**config.mk**
```make
export PLATFORM = sky130hd
export DESIGN_NAME = matrix_multiply_engine_top
export DESIGN_NICKNAME = d
export VERILOG_FILES = /design/src/hdl/mme_pkg.sv /design/src/hdl/mme_ram.sv /design/src/hdl/mme_seq.sv /design/src/hdl/mme_mac.sv /design/src/hdl/matrix_multiply_engine_top.sv
export SDC_FILE = /design/constraint.sdc
export NUM_CORES = 2
export LEC_CHECK = 0
export BUFFER_PORTS_ARGS = -buffer_cell sky130_fd_sc_hd__clkbuf_2
export CORE_ASPECT_RATIO = 0.75
export CORE_MARGIN = 2
export CORE_UTILIZATION = 35
export CTS_CLUSTER_SIZE = 30
export DETAILED_ROUTE_END_ITERATION = 10
export PLACE_DENSITY = 0.47
export SLEW_MARGIN = 30
export SYNTH_ARGS = -nofsm -noshare
export SYNTH_HDL_FRONTEND = slang
export SYNTH_SLANG_ARGS = --single-unit
```
**constraint.sdc**
```tcl
create_clock -name clock -period 6.8 [get_ports clock]
set_input_delay 0 -clock clock [delete_from_list [all_inputs] [get_ports clock]]
set_output_delay 0 -clock clock [all_outputs]
set_load 0.01 [all_outputs]
```
**src/hdl/mme_pkg.sv**
```systemverilog
`default_nettype none

package mme_pkg;

   // Operation carried in the request tuser field.
   typedef enum logic [1:0] {
      OP_LOAD_A  = 2'd0,
      OP_LOAD_B  = 2'd1,
      OP_COMPUTE = 2'd2
   } op_type;

   localparam int OP_W = 2;

   // Configuration register indexes and format.
   localparam int CSR_IDX_W = 2;
   localparam int CFG_W     = 4;

   localparam logic [CSR_IDX_W-1:0] CSR_ROWS_OF_A  = 2'd0;
   localparam logic [CSR_IDX_W-1:0] CSR_INNER_SIZE = 2'd1;
   localparam logic [CSR_IDX_W-1:0] CSR_COLS_OF_B  = 2'd2;

   localparam logic [CFG_W-1:0] CFG_RESET = 4'd8;

   // Control tag that travels alongside each multiply-accumulate step.
   typedef struct packed {
      logic valid;
      logic first;
      logic last;
   } mac_ctrl_type;

endpackage

`default_nettype wire

```
**src/hdl/mme_ram.sv**
```systemverilog
`default_nettype none

module mme_ram #(
   parameter int WIDTH = 16,
   parameter int DEPTH = 64
) (
   input  wire logic                     clock,
   input  wire logic                     we,
   input  wire logic [$clog2(DEPTH)-1:0] waddr,
   input  wire logic [WIDTH-1:0]         wdata,
   input  wire logic                     re,
   input  wire logic [$clog2(DEPTH)-1:0] raddr,
   output logic      [WIDTH-1:0]         rdata
);

   logic [WIDTH-1:0] mem_ff [DEPTH];
   logic [WIDTH-1:0] rdata_ff;

   always_ff @(posedge clock) begin
      if (we) begin
         mem_ff[waddr] <= wdata;
      end
      if (re) begin
         rdata_ff <= mem_ff[raddr];
      end
   end

   assign rdata = rdata_ff;

endmodule

`default_nettype wire

```
**src/hdl/mme_seq.sv**
```systemverilog
`default_nettype none

module mme_seq #(
   parameter int IDX_W      = 3,
   parameter int ELEM_WIDTH = 16
) (
   input  wire logic                    clock,
   input  wire logic                    reset,
   input  wire logic [IDX_W:0]          nr,
   input  wire logic [IDX_W:0]          nk,
   input  wire logic [IDX_W:0]          nc,
   input  wire logic                    req_tvalid,
   output logic                         req_tready,
   input  wire logic [mme_pkg::OP_W-1:0] req_op,
   input  wire logic [IDX_W-1:0]        req_row,
   input  wire logic [IDX_W-1:0]        req_col,
   input  wire logic [ELEM_WIDTH-1:0]   req_elem,
   output logic                         a_we,
   output logic                         b_we,
   output logic [2*IDX_W-1:0]           wr_addr,
   output logic [ELEM_WIDTH-1:0]        wr_data,
   output logic [2*IDX_W-1:0]           a_raddr,
   output logic [2*IDX_W-1:0]           b_raddr,
   output mme_pkg::mac_ctrl_type        issue,
   output logic [IDX_W-1:0]             el_row,
   output logic [IDX_W-1:0]             el_col,
   output logic                         el_last,
   input  wire logic                    xfer
);

   localparam int DIM_W = IDX_W + 1;

   typedef enum logic [1:0] {
      ST_IDLE,
      ST_RUN,
      ST_WAIT
   } state_type;

   state_type        state_ff, state_in;
   logic [IDX_W-1:0] i_ff, i_in;
   logic [IDX_W-1:0] j_ff, j_in;
   logic [IDX_W-1:0] k_ff, k_in;

   mme_pkg::op_type  op;
   logic             accept;
   logic             i_last, j_last, k_last;

   assign op     = mme_pkg::op_type'(req_op);
   assign accept = req_tvalid && req_tready;

   assign i_last = ({1'b0, i_ff} == nr - DIM_W'(1));
   assign j_last = ({1'b0, j_ff} == nc - DIM_W'(1));
   assign k_last = ({1'b0, k_ff} == nk - DIM_W'(1));

   assign req_tready = (state_ff == ST_IDLE);

   // Loads write straight into the stores; out-of-range loads are dropped.
   always_comb begin
      a_we = 1'b0;
      b_we = 1'b0;
      if (accept) begin
         unique case (op)
            mme_pkg::OP_LOAD_A: a_we = ({1'b0, req_row} < nr) && ({1'b0, req_col} < nk);
            mme_pkg::OP_LOAD_B: b_we = ({1'b0, req_row} < nk) && ({1'b0, req_col} < nc);
            default: ;
         endcase
      end
   end

   assign wr_addr = {req_row, req_col};
   assign wr_data = req_elem;

   assign a_raddr = {i_ff, k_ff};
   assign b_raddr = {k_ff, j_ff};
   // Fields from the top: valid, first, last.
   assign issue   = {(state_ff == ST_RUN), (k_ff == '0), k_last};

   assign el_row  = i_ff;
   assign el_col  = j_ff;
   assign el_last = i_last && j_last;

   always_comb begin
      state_in = state_ff;
      i_in     = i_ff;
      j_in     = j_ff;
      k_in     = k_ff;
      unique case (state_ff)
         ST_IDLE: begin
            if (accept && op == mme_pkg::OP_COMPUTE) begin
               state_in = ST_RUN;
               i_in     = '0;
               j_in     = '0;
               k_in     = '0;
            end
         end
         ST_RUN: begin
            if (k_last) begin
               state_in = ST_WAIT;
            end else begin
               k_in = k_ff + IDX_W'(1);
            end
         end
         ST_WAIT: begin
            if (xfer) begin
               if (i_last && j_last) begin
                  state_in = ST_IDLE;
               end else begin
                  state_in = ST_RUN;
                  k_in     = '0;
                  if (j_last) begin
                     j_in = '0;
                     i_in = i_ff + IDX_W'(1);
                  end else begin
                     j_in = j_ff + IDX_W'(1);
                  end
               end
            end
         end
         default: state_in = ST_IDLE;
      endcase
   end

   always_ff @(posedge clock) begin
      if (reset) begin
         state_ff <= ST_IDLE;
         i_ff     <= '0;
         j_ff     <= '0;
         k_ff     <= '0;
      end else begin
         state_ff <= state_in;
         i_ff     <= i_in;
         j_ff     <= j_in;
         k_ff     <= k_in;
      end
   end

   a_walk_in_range: assert property (@(posedge clock) disable iff (reset)
      (state_ff == ST_RUN) |->
         (({1'b0, i_ff} < nr) && ({1'b0, j_ff} < nc) && ({1'b0, k_ff} < nk)))
      else $error("element walk left the configured matrix sizes");

   a_xfer_only_waiting: assert property (@(posedge clock) disable iff (reset)
      xfer |-> (state_ff == ST_WAIT))
      else $error("result handed over while the sequencer was not waiting for it");

endmodule

`default_nettype wire

```
**src/hdl/mme_mac.sv**
```systemverilog
`default_nettype none

module mme_mac #(
   parameter int IDX_W      = 3,
   parameter int ELEM_WIDTH = 16
) (
   input  wire logic                               clock,
   input  wire logic                               reset,
   input  wire mme_pkg::mac_ctrl_type              issue,
   input  wire logic signed [ELEM_WIDTH-1:0]       a_rdata,
   input  wire logic signed [ELEM_WIDTH-1:0]       b_rdata,
   input  wire logic [IDX_W-1:0]                   el_row,
   input  wire logic [IDX_W-1:0]                   el_col,
   input  wire logic                               el_last,
   input  wire logic                               rsp_tready,
   output logic                                    rsp_tvalid,
   output logic [IDX_W-1:0]                        rsp_row,
   output logic [IDX_W-1:0]                        rsp_col,
   output logic signed [2*ELEM_WIDTH+IDX_W-1:0]    rsp_sum,
   output logic                                    rsp_last,
   output logic                                    xfer
);

   localparam int PROD_W = 2 * ELEM_WIDTH;
   localparam int SUM_W  = PROD_W + IDX_W;

   mme_pkg::mac_ctrl_type     s1_ff, s2_ff;
   logic signed [PROD_W-1:0]  prod_ff, prod_in;
   logic signed [SUM_W-1:0]   acc_ff, acc_in;
   logic signed [SUM_W-1:0]   prod_ext, acc_base;
   logic                      done_ff, done_in;
   logic                      rsp_valid_ff, rsp_valid_in;
   logic [IDX_W-1:0]          rsp_row_ff, rsp_row_in;
   logic [IDX_W-1:0]          rsp_col_ff, rsp_col_in;
   logic signed [SUM_W-1:0]   rsp_sum_ff, rsp_sum_in;
   logic                      rsp_last_ff, rsp_last_in;

   // Stage one: store data is valid, form the full-width product.
   assign prod_in = PROD_W'(a_rdata) * PROD_W'(b_rdata);

   // Stage two: accumulate, restarting on the first term of each element.
   assign prod_ext = {{IDX_W{prod_ff[PROD_W-1]}}, prod_ff};
   assign acc_base = s2_ff.first ? '0 : acc_ff;
   assign acc_in   = s2_ff.valid ? acc_base + prod_ext : acc_ff;

   assign xfer    = done_ff && (!rsp_valid_ff || rsp_tready);
   assign done_in = (s2_ff.valid && s2_ff.last) ? 1'b1 : (xfer ? 1'b0 : done_ff);

   assign rsp_valid_in = xfer ? 1'b1 : (rsp_tready ? 1'b0 : rsp_valid_ff);
   assign rsp_row_in   = xfer ? el_row  : rsp_row_ff;
   assign rsp_col_in   = xfer ? el_col  : rsp_col_ff;
   assign rsp_sum_in   = xfer ? acc_ff  : rsp_sum_ff;
   assign rsp_last_in  = xfer ? el_last : rsp_last_ff;

   always_ff @(posedge clock) begin
      if (reset) begin
         s1_ff        <= '0;
         s2_ff        <= '0;
         done_ff      <= 1'b0;
         rsp_valid_ff <= 1'b0;
      end else begin
         s1_ff        <= issue;
         s2_ff        <= s1_ff;
         done_ff      <= done_in;
         rsp_valid_ff <= rsp_valid_in;
      end
   end

   always_ff @(posedge clock) begin
      prod_ff     <= prod_in;
      acc_ff      <= acc_in;
      rsp_row_ff  <= rsp_row_in;
      rsp_col_ff  <= rsp_col_in;
      rsp_sum_ff  <= rsp_sum_in;
      rsp_last_ff <= rsp_last_in;
   end

   assign rsp_tvalid = rsp_valid_ff;
   assign rsp_row    = rsp_row_ff;
   assign rsp_col    = rsp_col_ff;
   assign rsp_sum    = rsp_sum_ff;
   assign rsp_last   = rsp_last_ff;

   a_no_overlap: assert property (@(posedge clock) disable iff (reset)
      !(s2_ff.valid && done_ff))
      else $error("next element entered the accumulator before the previous sum left");

   a_xfer_fills_output: assert property (@(posedge clock) disable iff (reset)
      xfer |=> rsp_valid_ff)
      else $error("finished sum did not reach the output register");

endmodule

`default_nettype wire

```
**src/hdl/matrix_multiply_engine_top.sv**
```systemverilog
`default_nettype none

// Load beats (A or B element) are taken while the sequencer is idle and write the store directly.
// A compute beat walks C in row-major order; each element issues one store read per term,
// which then passes the read, multiply and accumulate registers, and a stalled result
// beat holds the walk until the output register frees up. Reset clears the control
// state and sets all three size registers to 8; the element stores are not cleared.
module matrix_multiply_engine_top #(
   parameter int MAX_DIM    = 8,
   parameter int ELEM_WIDTH = 16
) (
   input  wire logic                                   clock,
   input  wire logic                                   reset,
   input  wire logic                                   req_tvalid,
   output logic                                        req_tready,
   // From bit 0 up: row_index, col_index, elem_value, zero padding.
   input  wire logic [((2*((MAX_DIM > 1) ? $clog2(MAX_DIM) : 1) + ELEM_WIDTH + 7) / 8) * 8 - 1:0]
                                                       req_tdata,
   // op only.
   input  wire logic [mme_pkg::OP_W-1:0]               req_tuser,
   output logic                                        rsp_tvalid,
   input  wire logic                                   rsp_tready,
   // From bit 0 up: out_row, out_col, dot_sum, zero padding.
   output logic [((3*((MAX_DIM > 1) ? $clog2(MAX_DIM) : 1) + 2*ELEM_WIDTH + 7) / 8) * 8 - 1:0]
                                                       rsp_tdata,
   output logic                                        rsp_tlast,
   input  wire logic                                   csr_we,
   input  wire logic [mme_pkg::CSR_IDX_W-1:0]          csr_index,
   input  wire logic [mme_pkg::CFG_W-1:0]              csr_data
);

   // Row and column indexes are wide enough to address MAX_DIM entries, and the
   // clamped sizes carry one more bit so that MAX_DIM itself fits.
   localparam int IDX_W   = (MAX_DIM > 1) ? $clog2(MAX_DIM) : 1;
   localparam int DIM_W   = IDX_W + 1;
   localparam int SUM_W   = 2 * ELEM_WIDTH + IDX_W;
   localparam int AW      = 2 * IDX_W;
   localparam int DEPTH   = 1 << AW;
   localparam int REQ_W   = 2 * IDX_W + ELEM_WIDTH;
   localparam int RSP_W   = 2 * IDX_W + SUM_W;
   localparam int RSP_TDATA_W = ((RSP_W + 7) / 8) * 8;

   // The size registers keep the bits exactly as written.
   logic [mme_pkg::CFG_W-1:0] rows_ff, rows_in;
   logic [mme_pkg::CFG_W-1:0] inner_ff, inner_in;
   logic [mme_pkg::CFG_W-1:0] cols_ff, cols_in;

   // Sizes as the engine uses them: zero reads as one, anything above MAX_DIM as MAX_DIM.
   function automatic logic [DIM_W-1:0] dim_clamp(input logic [mme_pkg::CFG_W-1:0] raw);
      logic [31:0] wide;
      wide = 32'(raw);
      if (wide == 32'd0) begin
         return DIM_W'(1);
      end else if (wide > 32'(MAX_DIM)) begin
         return DIM_W'(MAX_DIM);
      end else begin
         return DIM_W'(wide);
      end
   endfunction

   logic [DIM_W-1:0] nr, nk, nc;

   always_comb begin
      rows_in  = rows_ff;
      inner_in = inner_ff;
      cols_in  = cols_ff;
      if (csr_we) begin
         unique case (csr_index)
            mme_pkg::CSR_ROWS_OF_A:  rows_in  = csr_data;
            mme_pkg::CSR_INNER_SIZE: inner_in = csr_data;
            mme_pkg::CSR_COLS_OF_B:  cols_in  = csr_data;
            default: ;
         endcase
      end
   end

   always_ff @(posedge clock) begin
      if (reset) begin
         rows_ff  <= mme_pkg::CFG_RESET;
         inner_ff <= mme_pkg::CFG_RESET;
         cols_ff  <= mme_pkg::CFG_RESET;
      end else begin
         rows_ff  <= rows_in;
         inner_ff <= inner_in;
         cols_ff  <= cols_in;
      end
   end

   assign nr = dim_clamp(rows_ff);
   assign nk = dim_clamp(inner_ff);
   assign nc = dim_clamp(cols_ff);

   // Unpack the request beat.
   logic [REQ_W-1:0]      req_fields;
   logic [IDX_W-1:0]      req_row, req_col;
   logic [ELEM_WIDTH-1:0] req_elem;

   assign req_fields = req_tdata[REQ_W-1:0];
   assign req_row    = req_fields[IDX_W-1:0];
   assign req_col    = req_fields[2*IDX_W-1:IDX_W];
   assign req_elem   = req_fields[REQ_W-1:2*IDX_W];

   // Sequencer: decodes beats, writes loads into the stores and walks i, j, k.
   logic                  a_we, b_we;
   logic [AW-1:0]         wr_addr, a_raddr, b_raddr;
   logic [ELEM_WIDTH-1:0] wr_data, a_rdata, b_rdata;
   mme_pkg::mac_ctrl_type issue;
   logic [IDX_W-1:0]      el_row, el_col;
   logic                  el_last, xfer;

   mme_seq #(
      .IDX_W      (IDX_W),
      .ELEM_WIDTH (ELEM_WIDTH)
   ) u_seq (
      .clock      (clock),
      .reset      (reset),
      .nr         (nr),
      .nk         (nk),
      .nc         (nc),
      .req_tvalid (req_tvalid),
      .req_tready (req_tready),
      .req_op     (req_tuser),
      .req_row    (req_row),
      .req_col    (req_col),
      .req_elem   (req_elem),
      .a_we       (a_we),
      .b_we       (b_we),
      .wr_addr    (wr_addr),
      .wr_data    (wr_data),
      .a_raddr    (a_raddr),
      .b_raddr    (b_raddr),
      .issue      (issue),
      .el_row     (el_row),
      .el_col     (el_col),
      .el_last    (el_last),
      .xfer       (xfer)
   );

   // The two element stores, addressed as {row, col}. A is read along a row, B down a column.
   mme_ram #(
      .WIDTH (ELEM_WIDTH),
      .DEPTH (DEPTH)
   ) u_a_store (
      .clock (clock),
      .we    (a_we),
      .waddr (wr_addr),
      .wdata (wr_data),
      .re    (issue.valid),
      .raddr (a_raddr),
      .rdata (a_rdata)
   );

   mme_ram #(
      .WIDTH (ELEM_WIDTH),
      .DEPTH (DEPTH)
   ) u_b_store (
      .clock (clock),
      .we    (b_we),
      .waddr (wr_addr),
      .wdata (wr_data),
      .re    (issue.valid),
      .raddr (b_raddr),
      .rdata (b_rdata)
   );

   // Multiply-accumulate pipeline and the output register. The output register lets
   // the sequencer return to idle and take new load beats while the final result beat
   // is still waiting on the consumer.
   logic [IDX_W-1:0]        rsp_row, rsp_col;
   logic signed [SUM_W-1:0] rsp_sum;

   mme_mac #(
      .IDX_W      (IDX_W),
      .ELEM_WIDTH (ELEM_WIDTH)
   ) u_mac (
      .clock      (clock),
      .reset      (reset),
      .issue      (issue),
      .a_rdata    (a_rdata),
      .b_rdata    (b_rdata),
      .el_row     (el_row),
      .el_col     (el_col),
      .el_last    (el_last),
      .rsp_tready (rsp_tready),
      .rsp_tvalid (rsp_tvalid),
      .rsp_row    (rsp_row),
      .rsp_col    (rsp_col),
      .rsp_sum    (rsp_sum),
      .rsp_last   (rsp_tlast),
      .xfer       (xfer)
   );

   assign rsp_tdata = RSP_TDATA_W'({rsp_sum, rsp_col, rsp_row});

endmodule

`default_nettype wire
```
* After elaboration in Yosys (flattened, before gate mapping)
Memories as Yosys holds them, arrays and structs flattened. A register that Yosys moved wholly into a read port is not among the register bits.
Cells that the tools add are included.
** Storage, ports and cells
- Output and inout port bits :: 51
- Logic and storage cells :: 117
- Memories kept :: 2
- Input bits :: 37
- Bits in writable memories :: 2048
- Bits in registers :: 140
** Operators by class
- Reductions and logical operators :: 27
- Multiplexer cells :: 37
- Add/sub/neg operators :: 7
- Equal/unequal tests :: 15
- Multiply operators :: 1
- Magnitude comparators :: 7
** Memories
- u_a_store.mem_ff :: depth 64, width 16, read ports 1, clocked after memory_dff 1, write ports 1, line mme_ram.sv:16 : logic [WIDTH-1:0] mem_ff [DEPTH];
- u_b_store.mem_ff :: depth 64, width 16, read ports 1, clocked after memory_dff 1, write ports 1, line mme_ram.sv:16
** Operators by type and width (count)
- $add A35 B32 Y35 :: 1
- $mux W35 :: 1
- $mul A16 B16 Y32 :: 1
- $mux W3 :: 10
- $mux W4 :: 6
- $lt A3 B4 Y1 :: 4
- $mux W1 :: 13
- $eq A3 B4 Y1 :: 3
- $gt A4 B4 Y1 const B :: 3
- $logic_not A4 Y1 :: 3
- $pmux W3 S2 :: 2
- $sub A4 B1 Y4 const B :: 3
- $reduce_and A5 Y1 :: 2
- $add A3 B1 Y3 const B :: 3
- $pmux W3 S3 :: 1
- $ne A2 B2 Y1 const B :: 4
- $logic_and A1 B1 Y1 :: 7
- $eq A2 B1 Y1 const B :: 3
- $eq A2 B2 Y1 const B :: 3
- $logic_not A2 Y1 :: 3
- $mux W2 :: 3
- $pmux W2 S3 :: 1
- $reduce_and A2 Y1 :: 3
- $reduce_bool A2 Y1 :: 3
- other kinds (7) :: 8

* Depth between registers and ports, before layout
- Word-level depth :: 9
- Mapped depth :: 24
- Mapped depth without buffers :: 23

* By module
Synthesis repeated with hierarchy kept, for this count alone.
** Unflattened totals
- Cells, all modules :: 5443
- Area total of the unflattened synthesis :: 97546.1 µm²
** By module, submodules not included
- mme_ram :: area an instance 40202.3 µm², cells each 1829, sequential area each 31230.0 µm², instances 2
- mme_mac :: area an instance 15179.6 µm², cells each 1546, sequential area each 3113.0 µm², instances 1
- mme_seq :: area an instance 1327.5 µm², cells each 170, sequential area each 220.2 µm², instances 1
- matrix_multiply_engine_top :: area an instance 634.4 µm², cells each 69, sequential area each 240.2 µm², instances 1

* Worst setup path before layout
OpenSTA, ideal clock, no wires.
- Path kind :: register to register
- Start :: register u_a_store.rdata_ff[15], in the netlist u_a_store.rdata[15] (read register of u_a_store.mem_ff)
- End :: register u_mac.prod_ff[31]
- Stages on the path, launching flop included :: 22
- Clock period less this slack :: 6115 ps
- Setup time :: 88 ps
- Data arrival time :: 6027 ps
- Required time :: 6712 ps
- Path slack :: 685 ps
- Cell sequence :: edfxtp_1 -> clkbuf_1 -> nand2_1 -> inv_1 -> fa_1 -> fa_1 -> fa_1 -> fa_1 -> fa_1 -> inv_1 -> fa_1 -> inv_1 -> ha_1 -> nand2_1 -> o21ai_0 -> or2_2 -> a21oi_1 -> o21ai_0 -> a2111oi_2 -> or3_1 -> nand2_1 -> a311oi_2
** On the way
- Longest elaborated chain between the ends :: 1
** Ends and longest elaborated chain
- start, declared :: line mme_ram.sv:17 : logic [WIDTH-1:0] rdata_ff;
- $mul A16 B16 Y32 :: line mme_mac.sv:39 : assign prod_in = PROD_W'(a_rdata) * PROD_W'(b_rdata);
- named net u_mac.prod_in[31] :: line mme_mac.sv:28 : logic signed [PROD_W-1:0] prod_ff, prod_in;
- end signal, assigned :: line mme_mac.sv:70 : prod_ff <= prod_in;
- end, declared :: line mme_mac.sv:28
The timed path passes the listed nets, and every way through them passes these cells.
A chain may end at the register's enable or synchronous reset.

* Final worst setup path
- Start :: register u_b_store.rdata_ff[4], in the netlist u_b_store.rdata[4] (read register of u_b_store.mem_ff)
- End :: register u_mac.prod_ff[30]
** On the way
- Longest elaborated chain between the ends :: 1
** Ends and longest elaborated chain (line)
- start, declared :: mme_ram.sv:17
- $mul A16 B16 Y32 :: mme_mac.sv:39
- named net u_mac.prod_in[30] :: mme_mac.sv:28
The timed path passes the listed nets, and every way through them passes these cells.

==> impl_metrics.toml <==
[worst_setup_path]
cp.depth = 21
cp_slowest_cell = "fa_1"
worstPathCellList = "and2_1 > fa_1 > inv_1 > fa_1 > fa_1 > inv_1 > fa_1 > fa_1 > inv_1 > fa_1 > inv_1 > ha_1 > nand2_1 > nor4_1 > a211oi_1 > a21oi_1 > a21oi_1 > o311ai_1 > a21o_1 > a2111oi_0 > nand3b_1"
cpPeakStageDelay_ns = 0.58
r2r_end = "u_mac.prod_ff[30]"
worst-r2r-setup-slack_ns = 0.36
worstPathRequired_ns = 7.48
cp_data_arrival_time_ns = 7.12
r2r-start = "u_b_store.rdata[4]"
crit_family = "adder cells"
end_kind = "register"
start_kind = "register"
worst-setup-path-type = "register to register"
cp_common_cell = "fa_1"
ff2ff_path_depth = 21
crit_buf_inv = 4
crit_path_max_fanout = 9

[timing]
hold_viol = 0
slew-limit-headroom = 0.322
fin_crit_sh = 0.947
fin_crit_ns = 6.44
final.setup.tns_ns = 0
tightest_slew_ns = 1.02
max_freq_mhz = 155
slew_violations = 0
finClkSkew_ns = 0.129
setup_viol = 0
hold_ws_ns = 0.0872
rsz0062_at_grt = "no"

[synthesis]
async_flop_share = 0
synthAdderAreaFrac = 0.0724
synth_compound_area_frac = 0.0145
yosysSeqAreaShare = 0.693
ys.flop_type = "edfxtp_1"
synthTopCellsByArea = "edfxtp_1 68%, mux4_2 16%, fa_1 5.5%"
synth_seq_cells = 2220
yosys.cell_types.count = 72
synth_top_family_by_area = "multiplexers"
syn_area_per_cell_um2 = 20.1
syn-cell-area_um2 = 95300
synth-simple-area-share = 0.0324
synth_edf_count = 2157
ys_warn_count = 0
synth_xor_area_frac = 0.00662
syn-instance-count = 4730
yosysTopAreaCell = "edfxtp_1"
synth.mux.area_fraction = 0.160
synth_top_area_share = 0.680

[global_route]
track_usage = 0.180
grt_pass1_vias = 46760
grt_pass1_wl_mm = 354
grt_overflow = 0
grt_start_max_net_pins = 129
antenna_found_initial = 38

[clocking]
cts_inserted_buffers = 224
clkTransAtPathRegs_ns = 0.06
clock_latency_ns = 0.92
cts_root_buf = "clkbuf_16"
tritoncts = "built"
cts.htree.levels = 4
cts.path.max_buffers = 4
clkSinkCount = 2220

[worst_hold_path]
hold_depth = 4
hold_start = "req_tdata[4]"
min_path_type = "primary input to register"
whs_endpoint = "u_b_store.mem_ff[35][1]"

[detailed_routing]
wirelength_mm = 249
antenna_left = 0
drt-wirelength-per-cell_um = 28.1
route.detailed.drc = 0
first_iter_violations = 4807
viasPerCell = 5.16
num_vias = 45816
drt_first_pass_iters = 5

[power]
ir_drop_v = 0.000315
power.density_nw_per_um2 = 318
p_leak_uw = 0.0354

[die]
top_level_ports = 88
dieArea_um2 = 277000
start_util = 0.353
coreArea_um2 = 270000
die_w_um = 607
dieHeight_um = 456
rows = 165

[run]
cap_viol_max_count = 0

[final_layout]
nNetsFinal = 5514
drive_gt1_frac = 0.263
synthToLayoutAreaGrowth_pct = 14.7
nFillCells = 24031

[place]
gp_congestion = 0.781
hpwl_mm = 154
io_buffers = 78

[run_status]
status = "completed"
[report_power, final]
| group | leakage [µW] | internal [µW] | switching [µW] |
|---|---|---|---|
| Sequential | 0.0199 | 15300 | 87.8 |
| Clock | 0.00354 | 7200 | 5290 |
| Combinational | 0.0119 | 2940 | 3930 |
| Total | 0.0354 | 25400 | 9310 |
[synthesized netlist by cell type (5+ instances only)]
cell,count
buf_4,8
a21boi_0,5
mux4_2,672
nor2b_1,49
nand2b_1,21
nor3_1,10
fa_1,263
a211oi_1,5
buf_2,50
xnor2_1,51
mux2i_1,11
o21bai_1,8
clkbuf_1,128
ha_1,131
o21a_1,9
dfxtp_1,63
or3_1,5
inv_1,295
and2_1,128
a21o_1,29
nand3_1,20
o21ai_0,38
xor2_1,21
a21oi_1,62
buf_1,28
nand3b_1,6
edfxtp_1,2157
nor2_1,206
nand2_1,170
[cells in the final DEF, fill, tap and decap left out, types with 9 or more instances in the layout]
cell type and instances:
edfxtp_1 2157, mux4_2 672, inv_1 293, fa_1 262, clkbuf_16 227, buf_4 206
nand2_1 170, nor2_1 137, ha_1 131, and2_1 128, a21oi_1 62, clkbuf_2 62
nor2_2 58, dfxtp_1 55, xnor2_1 51, clkinv_1 50, nor2b_1 47, dlygate4sd3_1 44
clkinv_2 40, clkbuf_1 40, o21ai_0 38, a21o_1 29, bufinv_16 29, nand2b_1 21
xor2_1 21, nand3_1 19, buf_12 17, diode_2 16, clkinvlp_4 16, nor2_4 12
mux2i_1 11, nor3_1 10, o21a_1 9
[what timing repair did]
action                                  in CTS  in global routing
endpoints found under the setup margin       0                  2
buffers inserted                             0                  7
hold buffers                                44                  0
gates resized for setup                      0                  1
hold endpoints to repair                   860                  0
[sequential cells by signal (all words and copies together) (netlist names)]
register and count:
u_mac.rsp_row 3, u_a_store.rdata 16, u_mac.rsp_last 1, u_b_store.mem_ff 1024, rows_ff 4, u_mac.done_ff 1
u_mac.s2_ff 3, u_seq.el_col 3, u_seq.el_row 3, u_a_store.mem_ff 1024, u_mac.rsp_col 3, u_mac.rsp_tvalid 1
u_b_store.rdata 16, u_mac.prod_ff 32, inner_ff 4, u_mac.acc_ff 35, u_seq.state_ff 2, u_mac.rsp_sum 35
u_seq.k_ff 3, cols_ff 4, u_mac.s1_ff 3
[worst reg2reg max path, stage by stage (launching register included)]
cell and delay [ns]:
edfxtp_1 0.54, and2_1 0.25, fa_1 0.54, inv_1 0.05
fa_1 0.48, fa_1 0.58, inv_1 0.09, fa_1 0.49
fa_1 0.49, inv_1 0.05, fa_1 0.48, inv_1 0.04
ha_1 0.33, nand2_1 0.12, nor4_1 0.42, a211oi_1 0.14
a21oi_1 0.26, a21oi_1 0.18, o311ai_1 0.35, a21o_1 0.21
a2111oi_0 0.09, nand3b_1 0.16
[metal layers]
metal,share of wire,GRT usage,up-vias
li1,-,-,19426
met1,0.48,0.281,24824
met2,0.43,0.256,1275
met3,0.069,0.0376,283
met4,0.018,0.0377,8
met5,0.0018,0.0118,-
[cells by family after synthesis]
kind of cell	count (synthesis)
other cells	1
mux	683
flops	2220
xor+xnor	72
buf+inv	511
simple gates	642
fa+ha+maj	394
compound gates	207
[worst max path at each step]
stage                                   end  slack, ns                 from
after floorplan           u_mac.prod_ff[31]       0.68  u_a_store.rdata[15]
after global placement    u_mac.prod_ff[30]       0.22   u_b_store.rdata[5]
after detailed placement  u_mac.prod_ff[30]       0.20   u_b_store.rdata[5]
after CTS                 u_mac.prod_ff[30]       0.18   u_b_store.rdata[5]
after global routing      u_mac.prod_ff[30]       0.01   u_b_store.rdata[9]
final                     u_mac.prod_ff[30]       0.36   u_b_store.rdata[4]
[through the flow]
step | area, µm² | power (µW) | instances | setup WS, ns | utilization
finish | 109000 | 34700 | 8874 | 0.359 | 0.404
global route | 109000 | 36500 | 8869 | 0.0116 | 0.404
CTS | 109000 | 35100 | 8847 | 0.184 | 0.404
detailed placement | 101000 | 22500 | 8392 | 0.202 | 0.375
global placement | 101000 | 22500 | 8392 | 0.220 | 0.375
floorplan | 95300 | 20700 | 4736 | 0.685 | -
[cell type report]
cell class	instances	area [µm²]	area share
sequential	2220	66100	0.605
multi-input combinational	2005	27500	0.252
clock buffer	267	5830	0.0534
tap	3590	4490	0.0411
timing repair buffer	336	2750	0.0252
clock inverter	144	1470	0.0134
inverter	296	1110	0.0102
antenna	16	40.0	0.000366
Note: power is estimated with default switching activity, not from simulation.
